[src/rtl/jsu_pkg.sv]
package jsu_pkg;

  localparam int unsigned MaxResults = 4;
  localparam int unsigned CntW       = $clog2(MaxResults + 1);
  localparam int unsigned IdxW       = $clog2(MaxResults);

  typedef enum logic [1:0] {
    KIND_DATA  = 2'd0,
    KIND_DONE  = 2'd1,
    KIND_ERROR = 2'd2
  } kind_e;

  typedef enum logic [3:0] {
    ERR_NONE        = 4'd0,
    ERR_NO_QUOTE    = 4'd1,
    ERR_CTRL_CHAR   = 4'd2,
    ERR_INC_ESCAPE  = 4'd3,
    ERR_BAD_ESCAPE  = 4'd4,
    ERR_SHORT_UNI   = 4'd5,
    ERR_BAD_HEX     = 4'd6,
    ERR_LONE_HIGH   = 4'd7,
    ERR_BAD_LOW     = 4'd8,
    ERR_LONE_LOW    = 4'd9,
    ERR_UNTERM      = 4'd10
  } err_e;

  typedef struct packed {
    logic [7:0] in_byte;
    logic       input_end;
  } in_item_t;

  typedef struct packed {
    kind_e      kind;
    logic [7:0] out_byte;
    err_e       error_code;
    logic       last;
  } out_item_t;

  // results caused by one request, entry 0 leaves first
  typedef struct packed {
    out_item_t [MaxResults-1:0] res;
    logic [CntW-1:0]            cnt;
  } grp_t;

endpackage

[src/rtl/jsu_decode.sv]
module jsu_decode import jsu_pkg::*; (
  input  logic     clk_i,
  input  logic     rst_ni,
  input  logic     take_i,
  input  in_item_t item_i,
  output grp_t     grp_o
);

  typedef enum logic [2:0] {
    PH_IDLE    = 3'd0,
    PH_BODY    = 3'd1,
    PH_ESC     = 3'd2,
    PH_HEX     = 3'd3,
    PH_PAIR_BS = 3'd4,
    PH_PAIR_U  = 3'd5,
    PH_LOW     = 3'd6
  } phase_e;

  localparam logic [7:0] ChQuote  = 8'h22;
  localparam logic [7:0] ChBslash = 8'h5c;
  localparam logic [7:0] ChSlash  = 8'h2f;
  localparam logic [7:0] ChB      = 8'h62;
  localparam logic [7:0] ChF      = 8'h66;
  localparam logic [7:0] ChN      = 8'h6e;
  localparam logic [7:0] ChR      = 8'h72;
  localparam logic [7:0] ChT      = 8'h74;
  localparam logic [7:0] ChU      = 8'h75;
  localparam logic [7:0] ChSpace  = 8'h20;

  localparam logic [5:0]  SurrHighTag = 6'b110110;
  localparam logic [5:0]  SurrLowTag  = 6'b110111;
  localparam logic [20:0] SuppBase    = 21'h10000;

  phase_e      phase_q, phase_d;
  logic [11:0] acc_q, acc_d;
  logic [1:0]  dig_q, dig_d;
  logic [9:0]  high_q, high_d;

  logic [7:0]  c;
  logic        e;
  logic [4:0]  hex;
  logic [8:0]  esc;
  logic [15:0] unit;
  logic [20:0] pair_cp;
  grp_t        grp;

  function automatic logic [4:0] hex_value(input logic [7:0] ch);
    logic [4:0] r;
    r = 5'd0;
    if (ch >= 8'h30 && ch <= 8'h39) begin
      r = {1'b1, 4'(ch - 8'h30)};
    end else if (ch >= 8'h61 && ch <= 8'h66) begin
      r = {1'b1, 4'(ch - 8'h57)};
    end else if (ch >= 8'h41 && ch <= 8'h46) begin
      r = {1'b1, 4'(ch - 8'h37)};
    end
    return r;
  endfunction

  function automatic logic [8:0] esc_map(input logic [7:0] ch);
    logic [8:0] r;
    case (ch)
      ChQuote:  r = {1'b1, ChQuote};
      ChBslash: r = {1'b1, ChBslash};
      ChSlash:  r = {1'b1, ChSlash};
      ChB:      r = {1'b1, 8'h08};
      ChF:      r = {1'b1, 8'h0c};
      ChN:      r = {1'b1, 8'h0a};
      ChR:      r = {1'b1, 8'h0d};
      ChT:      r = {1'b1, 8'h09};
      default:  r = 9'd0;
    endcase
    return r;
  endfunction

  function automatic out_item_t data_item(input logic [7:0] b);
    out_item_t r;
    r.kind       = KIND_DATA;
    r.out_byte   = b;
    r.error_code = ERR_NONE;
    r.last       = 1'b0;
    return r;
  endfunction

  function automatic grp_t one_item(input kind_e k, input logic [7:0] b, input err_e er);
    grp_t r;
    r                   = '0;
    r.res[0].kind       = k;
    r.res[0].out_byte   = b;
    r.res[0].error_code = er;
    r.cnt               = CntW'(1);
    return r;
  endfunction

  // utf-8 bytes of one code point, none for code point zero
  function automatic grp_t utf8_encode(input logic [20:0] cp);
    grp_t r;
    r = '0;
    if (cp == 21'd0) begin
      r.cnt = '0;
    end else if (cp <= 21'h7f) begin
      r.res[0] = data_item(cp[7:0]);
      r.cnt    = CntW'(1);
    end else if (cp <= 21'h7ff) begin
      r.res[0] = data_item({3'b110, cp[10:6]});
      r.res[1] = data_item({2'b10, cp[5:0]});
      r.cnt    = CntW'(2);
    end else if (cp <= 21'hffff) begin
      r.res[0] = data_item({4'b1110, cp[15:12]});
      r.res[1] = data_item({2'b10, cp[11:6]});
      r.res[2] = data_item({2'b10, cp[5:0]});
      r.cnt    = CntW'(3);
    end else begin
      r.res[0] = data_item({5'b11110, cp[20:18]});
      r.res[1] = data_item({2'b10, cp[17:12]});
      r.res[2] = data_item({2'b10, cp[11:6]});
      r.res[3] = data_item({2'b10, cp[5:0]});
      r.cnt    = CntW'(4);
    end
    return r;
  endfunction

  assign c       = item_i.in_byte;
  assign e       = item_i.input_end;
  assign hex     = hex_value(c);
  assign esc     = esc_map(c);
  assign unit    = {acc_q, hex[3:0]};
  assign pair_cp = SuppBase + {1'b0, high_q, unit[9:0]};

  always_comb begin
    phase_d = phase_q;
    acc_d   = acc_q;
    dig_d   = dig_q;
    high_d  = high_q;
    grp     = '0;

    case (phase_q)
      PH_IDLE: begin
        if (!e && c == ChQuote) begin
          phase_d = PH_BODY;
        end else begin
          grp = one_item(KIND_ERROR, 8'd0, ERR_NO_QUOTE);
        end
      end
      PH_BODY: begin
        if (e) begin
          grp = one_item(KIND_ERROR, 8'd0, ERR_UNTERM);
        end else if (c == ChQuote) begin
          phase_d = PH_IDLE;
          grp     = one_item(KIND_DONE, 8'd0, ERR_NONE);
        end else if (c < ChSpace) begin
          grp = one_item(KIND_ERROR, 8'd0, ERR_CTRL_CHAR);
        end else if (c == ChBslash) begin
          phase_d = PH_ESC;
        end else begin
          grp = one_item(KIND_DATA, c, ERR_NONE);
        end
      end
      PH_ESC: begin
        if (e) begin
          grp = one_item(KIND_ERROR, 8'd0, ERR_INC_ESCAPE);
        end else if (c == ChU) begin
          phase_d = PH_HEX;
          acc_d   = '0;
          dig_d   = '0;
        end else if (esc[8]) begin
          phase_d = PH_BODY;
          grp     = one_item(KIND_DATA, esc[7:0], ERR_NONE);
        end else begin
          grp = one_item(KIND_ERROR, 8'd0, ERR_BAD_ESCAPE);
        end
      end
      PH_HEX, PH_LOW: begin
        if (e) begin
          grp = one_item(KIND_ERROR, 8'd0, ERR_SHORT_UNI);
        end else if (!hex[4]) begin
          grp = one_item(KIND_ERROR, 8'd0, ERR_BAD_HEX);
        end else if (dig_q != 2'd3) begin
          acc_d = unit[11:0];
          dig_d = dig_q + 2'd1;
        end else begin
          acc_d = '0;
          dig_d = '0;
          if (phase_q == PH_HEX) begin
            if (unit[15:10] == SurrHighTag) begin
              high_d  = unit[9:0];
              phase_d = PH_PAIR_BS;
            end else if (unit[15:10] == SurrLowTag) begin
              grp = one_item(KIND_ERROR, 8'd0, ERR_LONE_LOW);
            end else begin
              phase_d = PH_BODY;
              grp     = utf8_encode({5'd0, unit});
            end
          end else if (unit[15:10] != SurrLowTag) begin
            grp = one_item(KIND_ERROR, 8'd0, ERR_BAD_LOW);
          end else begin
            high_d  = '0;
            phase_d = PH_BODY;
            grp     = utf8_encode(pair_cp);
          end
        end
      end
      PH_PAIR_BS: begin
        if (e || c != ChBslash) begin
          grp = one_item(KIND_ERROR, 8'd0, ERR_LONE_HIGH);
        end else begin
          phase_d = PH_PAIR_U;
        end
      end
      PH_PAIR_U: begin
        if (e || c != ChU) begin
          grp = one_item(KIND_ERROR, 8'd0, ERR_LONE_HIGH);
        end else begin
          phase_d = PH_LOW;
          acc_d   = '0;
          dig_d   = '0;
        end
      end
      default: begin
        grp = one_item(KIND_ERROR, 8'd0, ERR_NO_QUOTE);
      end
    endcase

    // any fault drops back to idle with the unit state cleared
    if (grp.cnt != '0 && grp.res[0].kind == KIND_ERROR) begin
      phase_d = PH_IDLE;
      acc_d   = '0;
      dig_d   = '0;
      high_d  = '0;
    end

    for (int i = 0; i < MaxResults; i++) begin
      grp.res[i].last = (CntW'(i) + CntW'(1) == grp.cnt);
    end
  end

  assign grp_o = grp;

  always_ff @(posedge clk_i or negedge rst_ni) begin
    if (!rst_ni) begin
      phase_q <= PH_IDLE;
      acc_q   <= '0;
      dig_q   <= '0;
      high_q  <= '0;
    end else if (take_i) begin
      phase_q <= phase_d;
      acc_q   <= acc_d;
      dig_q   <= dig_d;
      high_q  <= high_d;
    end
  end

endmodule

[src/rtl/json_string_unescaper.sv]
// json string unescaper: takes the text of one quoted json string one byte per
// request, with an end mark, and returns the decoded utf-8 bytes followed by a
// done result, or a single error result after which it waits for a new opening
// quote. each request gives zero to four results; the last result of a request
// carries last. requests are taken at one per cycle while the result buffer is
// free; a request that yields k results holds the four-entry result buffer
// until all k have left, and the next request's results wait behind it, while
// the two-entry input skid keeps in_ready_o a registered signal.
module json_string_unescaper import jsu_pkg::*; (
  input  logic      clk_i,
  input  logic      rst_ni,
  input  logic      in_valid_i,
  output logic      in_ready_o,
  input  in_item_t  in_data_i,
  output logic      out_valid_o,
  input  logic      out_ready_i,
  output out_item_t out_data_o
);

  // input skid: head feeds the decoder, skid catches a request while head stalls
  in_item_t head_q, skid_q;
  logic     head_v_q, skid_v_q;

  // result buffer: the group of one request, read out entry by entry
  out_item_t [MaxResults-1:0] res_q;
  logic [CntW-1:0]            cnt_q;
  logic [IdxW-1:0]            idx_q;

  grp_t grp;
  logic push, take, out_fire, drain_last, buf_free;

  assign in_ready_o  = !skid_v_q;
  assign push        = in_valid_i && in_ready_o;

  assign out_valid_o = cnt_q != '0;
  assign out_data_o  = res_q[idx_q];
  assign out_fire    = out_valid_o && out_ready_i;
  assign drain_last  = out_fire && ({1'b0, idx_q} + CntW'(1) == cnt_q);

  // buffer can take a new group once empty or when its last entry leaves now
  assign buf_free    = (cnt_q == '0) || drain_last;
  assign take        = head_v_q && buf_free;

  jsu_decode u_decode (
    .clk_i  (clk_i),
    .rst_ni (rst_ni),
    .take_i (take),
    .item_i (head_q),
    .grp_o  (grp)
  );

  // skid control
  always_ff @(posedge clk_i or negedge rst_ni) begin
    if (!rst_ni) begin
      head_v_q <= 1'b0;
      skid_v_q <= 1'b0;
    end else if (take) begin
      if (skid_v_q) begin
        skid_v_q <= 1'b0;
      end else begin
        head_v_q <= push;
      end
    end else if (push) begin
      if (head_v_q) begin
        skid_v_q <= 1'b1;
      end else begin
        head_v_q <= 1'b1;
      end
    end
  end

  // skid payload
  always_ff @(posedge clk_i) begin
    if (take) begin
      if (skid_v_q) begin
        head_q <= skid_q;
      end else if (push) begin
        head_q <= in_data_i;
      end
    end else if (push) begin
      if (head_v_q) begin
        skid_q <= in_data_i;
      end else begin
        head_q <= in_data_i;
      end
    end
  end

  // result buffer control, a new group wins over draining the old one
  always_ff @(posedge clk_i or negedge rst_ni) begin
    if (!rst_ni) begin
      cnt_q <= '0;
      idx_q <= '0;
    end else if (take && grp.cnt != '0) begin
      cnt_q <= grp.cnt;
      idx_q <= '0;
    end else if (drain_last) begin
      cnt_q <= '0;
      idx_q <= '0;
    end else if (out_fire) begin
      idx_q <= idx_q + IdxW'(1);
    end
  end

  // result buffer payload
  always_ff @(posedge clk_i) begin
    if (take && grp.cnt != '0) begin
      res_q <= grp.res;
    end
  end

endmodule

[config.mk]
export PLATFORM = sky130hd
export DESIGN_NAME = json_string_unescaper
export DESIGN_NICKNAME = d
export VERILOG_FILES = /design/src/rtl/jsu_pkg.sv /design/src/rtl/jsu_decode.sv /design/src/rtl/json_string_unescaper.sv
export SDC_FILE = /design/constraint.sdc
export NUM_CORES = 1
export LEC_CHECK = 0
export BUFFER_PORTS_ARGS = -buffer_cell sky130_fd_sc_hd__buf_2
export CORE_ASPECT_RATIO = 0.75
export CORE_UTILIZATION = 50
export CTS_CLUSTER_SIZE = 10
export DETAILED_ROUTE_END_ITERATION = 10
export PLACE_DENSITY_LB_ADDON = 0.15
export SYNTH_ARGS = -nofsm -noshare
export SYNTH_HDL_FRONTEND = slang
export SYNTH_SLANG_ARGS = --single-unit
[constraint.sdc]
create_clock -name clk_i -period 3.4 [get_ports clk_i]
set_input_delay 0.34 -clock clk_i [delete_from_list [all_inputs] [get_ports clk_i]]
set_output_delay 0.34 -clock clk_i [all_outputs]
set_load 0.01 [all_outputs]
==> results.md <==
* Static leakage at 2.71 nW
* Initial core utilization at between 50% and 60%
* Most common cell after layout, fill and taps aside: buf_4
* Syn nets at 609
* Routed len/inst at roughly 22 um
* Reg area at around 0.0026 mm2
* Slowest-stage cell, CP: a2111oi_0
* Max Cap Violations at 0
* Antenna diode count at 0
* Clock Sinks at between 90 and 100
* Worst-path cell chain: ha_1, or2_2, a2111oi_0, o21ai_0, mux2i_1, a21oi_2, a31oi_1, a2111o_1, o21a_2, buf_12
* Total power at 2.18 mW
* Vias in the first global route at 4921
* Vias per inst at between 6 and 7
* Most frequent cells in the layout: 69 x buf_4, 57 x edfxtp_1, 52 x nand2_1, 51 x nor2_1
* Detailed-route via count at 5306
* Finish-stage setup viols at 0
* Critical path's top delay family: compound AO/OA/AOI/OAI gates
* Htree depth at 3
* Width of the die at 127 um
* Global-route wire length before repair at 27800 um
* Ys Warns at 0
* Reg2Reg Depth at 10
* Die ar. at 0.0121 mm2
* Ys flop type: edfxtp_1
* Place WS at 0.0685 ns
* IO Port Bufs at 29
* Required time of the worst setup path at 3.43 ns
* Gr usage total at 31.2%
* Syn avg cell area at 9.90 um2
* Post-DRT Antenna Nets at 0
* CP startpoint kind: flop
* Status: completed
* GPL Wtd Cong at ~0.94
* Initial DRC count at 500
* TritonCTS clock tree: yes
* Final Hold Fails at 0
* Endpoint class of the critical path: flop
* Slew @ Worst Pin at 0.852 ns
* EDFF count, synth at 57
* Critical path class: reg -> reg
* Final Max Tran Viols at 0
* Aggregate routed wire length at between 15000 and 20000 um
* Count of hold-fix buffers inserted at cts at 0
* Synth-to-layout area growth at 17.5%
* Worst endpoint data arrival time at 3.23 ns
* Flop-to-flop setup slack at 0.20 ns
* Cell Area, Synth at 0.00582 mm2
* Buffer and inverter count on the worst path at 1
* Max Clk Rate at roughly 310 MHz
* Post-DP HPWL at between 10000 and 15000 um
* Register area share after synthesis at 44.0%
* Synthesized flop and latch total at 91
* Crit share post-route at between 90% and 100%
* Worst path max stage delay at 0.49 ns
* Share of flip-flops with an asynchronous set or reset at 37.4%
* RSZ-0062 raised after global routing: no
* DRT Pass-1 Iters at 5
* Max IR drop VDD at 259 uV
* Core Region at 0.0111 mm2
* Footprint of the multi-input gates at 0.00308 mm2
* Worst r2r src: u_decode.high_q[6]
* Final WS setup at about 0.2 ns
* Clk_lat worst skew at 0.35 ns
* Post-Route Setup TNS at 0 ns
* Worst Skew at 0.0104 ns
* Class of the worst hold path: in -> async
* Ports at 30
* Yosys cell types at 84
* Worst rel slew slack at 43.2%
* RR Endpoint: res_q[13]
* Final min period at 3.20 ns
* Final Util at between 60% and 70%
* Largest net degree at the start of global routing at 40
* Layout cells sized above 1 at 25.5%
* GRT overflow at 0
* Fillers at 966
* Clock Root Buffer: clkbuf_16
* Worst-path fanout max at 39
* Worst-path clk slew at roughly 0.070 ns
* Final Net Count at 682
* PwrDens at roughly 320 mW/mm2
* # rows at 33
* Antenna violations before repair at 0
* Clock buffer count from CTS at 9
* Die height at 95.5 um
* # DRC at 0
* Clk buf depth at 2
* Cells after synthesis at about 590
cell families after synthesis:
group,share of synthesized area (%)
multiplexers,5.72
AND/OR/NAND/NOR,20.9
flip-flops,44.0
adder cells (fa/ha/maj),1.96
AO/OA/AOI/OAI,22.8
XOR/XNOR,1.05
buffers and inverters,3.59
cells in the mapped netlist (4+ instances only):
library cell  instances  area share, %
edfxtp_1             57             29
nand2_1              52            3.4
nor2_1               51            3.3
dfrtp_1              34             15
o21ai_0              34            2.9
clkbuf_1             28            1.8
a21oi_1              26            2.2
nor3_1               19            1.6
a22o_1               18            2.7
and2_1               14            1.5
o22ai_1              13            1.4
nand3_1              12            1.0
o21ai_1              12            1.0
inv_1                10           0.64
mux2_2               10            1.9
nand2b_1             10            1.1
ha_1                  8            1.7
mux4_2                8            3.1
or3_1                 8           0.86
a21o_1                7           0.90
a31oi_1               7           0.75
nor4_1                7           0.75
and3_1                6           0.64
o31ai_1               6           0.77
or2_2                 6           0.64
buf_2                 5           0.43
o32ai_1               5           0.75
a211oi_1              4           0.52
a22oi_1               4           0.52
mux2i_1               4           0.69
nor2b_1               4           0.43
o221ai_1              4           0.60
o2bb2ai_1             4           0.60
xor2_1                4           0.60
flip-flops by register name, indices dropped and copies added, names as in the netlist:
name,count
head_v_q,1
idx_q,2
head_q,9
u_decode.dig_q,2
cnt_q,3
u_decode.acc_q,12
u_decode.high_q,10
res_q,39
skid_v_q,1
skid_q,9
u_decode.phase_q,3
routing by layer:
layer	wire, um	vias to the layer above	global-route usage [%]
met1	8260	2523	45.2
met2	7420	326	44.6
met5	0	-	0
met4	234	0	8.23
li1	-	2427	-
met3	2040	30	9.82
layout make-up:
type,count,share of cell area (%)
repair buffers,99,9.99
flip-flops and latches,91,37.5
clock inverters,7,0.988
inverters,13,0.713
well taps,140,2.56
multi-input cells,447,45.0
clock buffers,9,3.29
stage by stage:
step,cell area [um2],hold WS [ns],std cells
floorplan,5830,0.0444,588
global placement,6510,0.466,788
detailed placement,6510,0.480,788
CTS,6800,0.112,804
global route,6840,0.164,806
finish,6840,0.103,806
worst max path at each step:
stage                            start                end  slack (ns)  cells past startpoint
floorplan                    head_q[2]           res_q[0]        0.07                     10
global placement             head_q[5]  u_decode.dig_q[0]        0.16                      9
detailed placement           head_q[2]           res_q[2]        0.07                     11
CTS                          head_q[2]          res_q[13]        0.04                     11
global route                 head_q[2]          res_q[13]       0.005                     12
finish              u_decode.high_q[6]          res_q[13]        0.20                     10
power breakdown:
part | internal, mW | switching [mW]
clock network | 0.517 | 0.476
logic | 0.00867 | 0.0131
registers | 1.17 | 0
total | 1.69 | 0.489
what timing repair did:
item / in CTS / in global routing
buffers inserted: 0 / 2
endpoints found under the setup margin: 0 / 66
gates resized for setup: 0 / 5
Power figures use the tool's default switching activity.
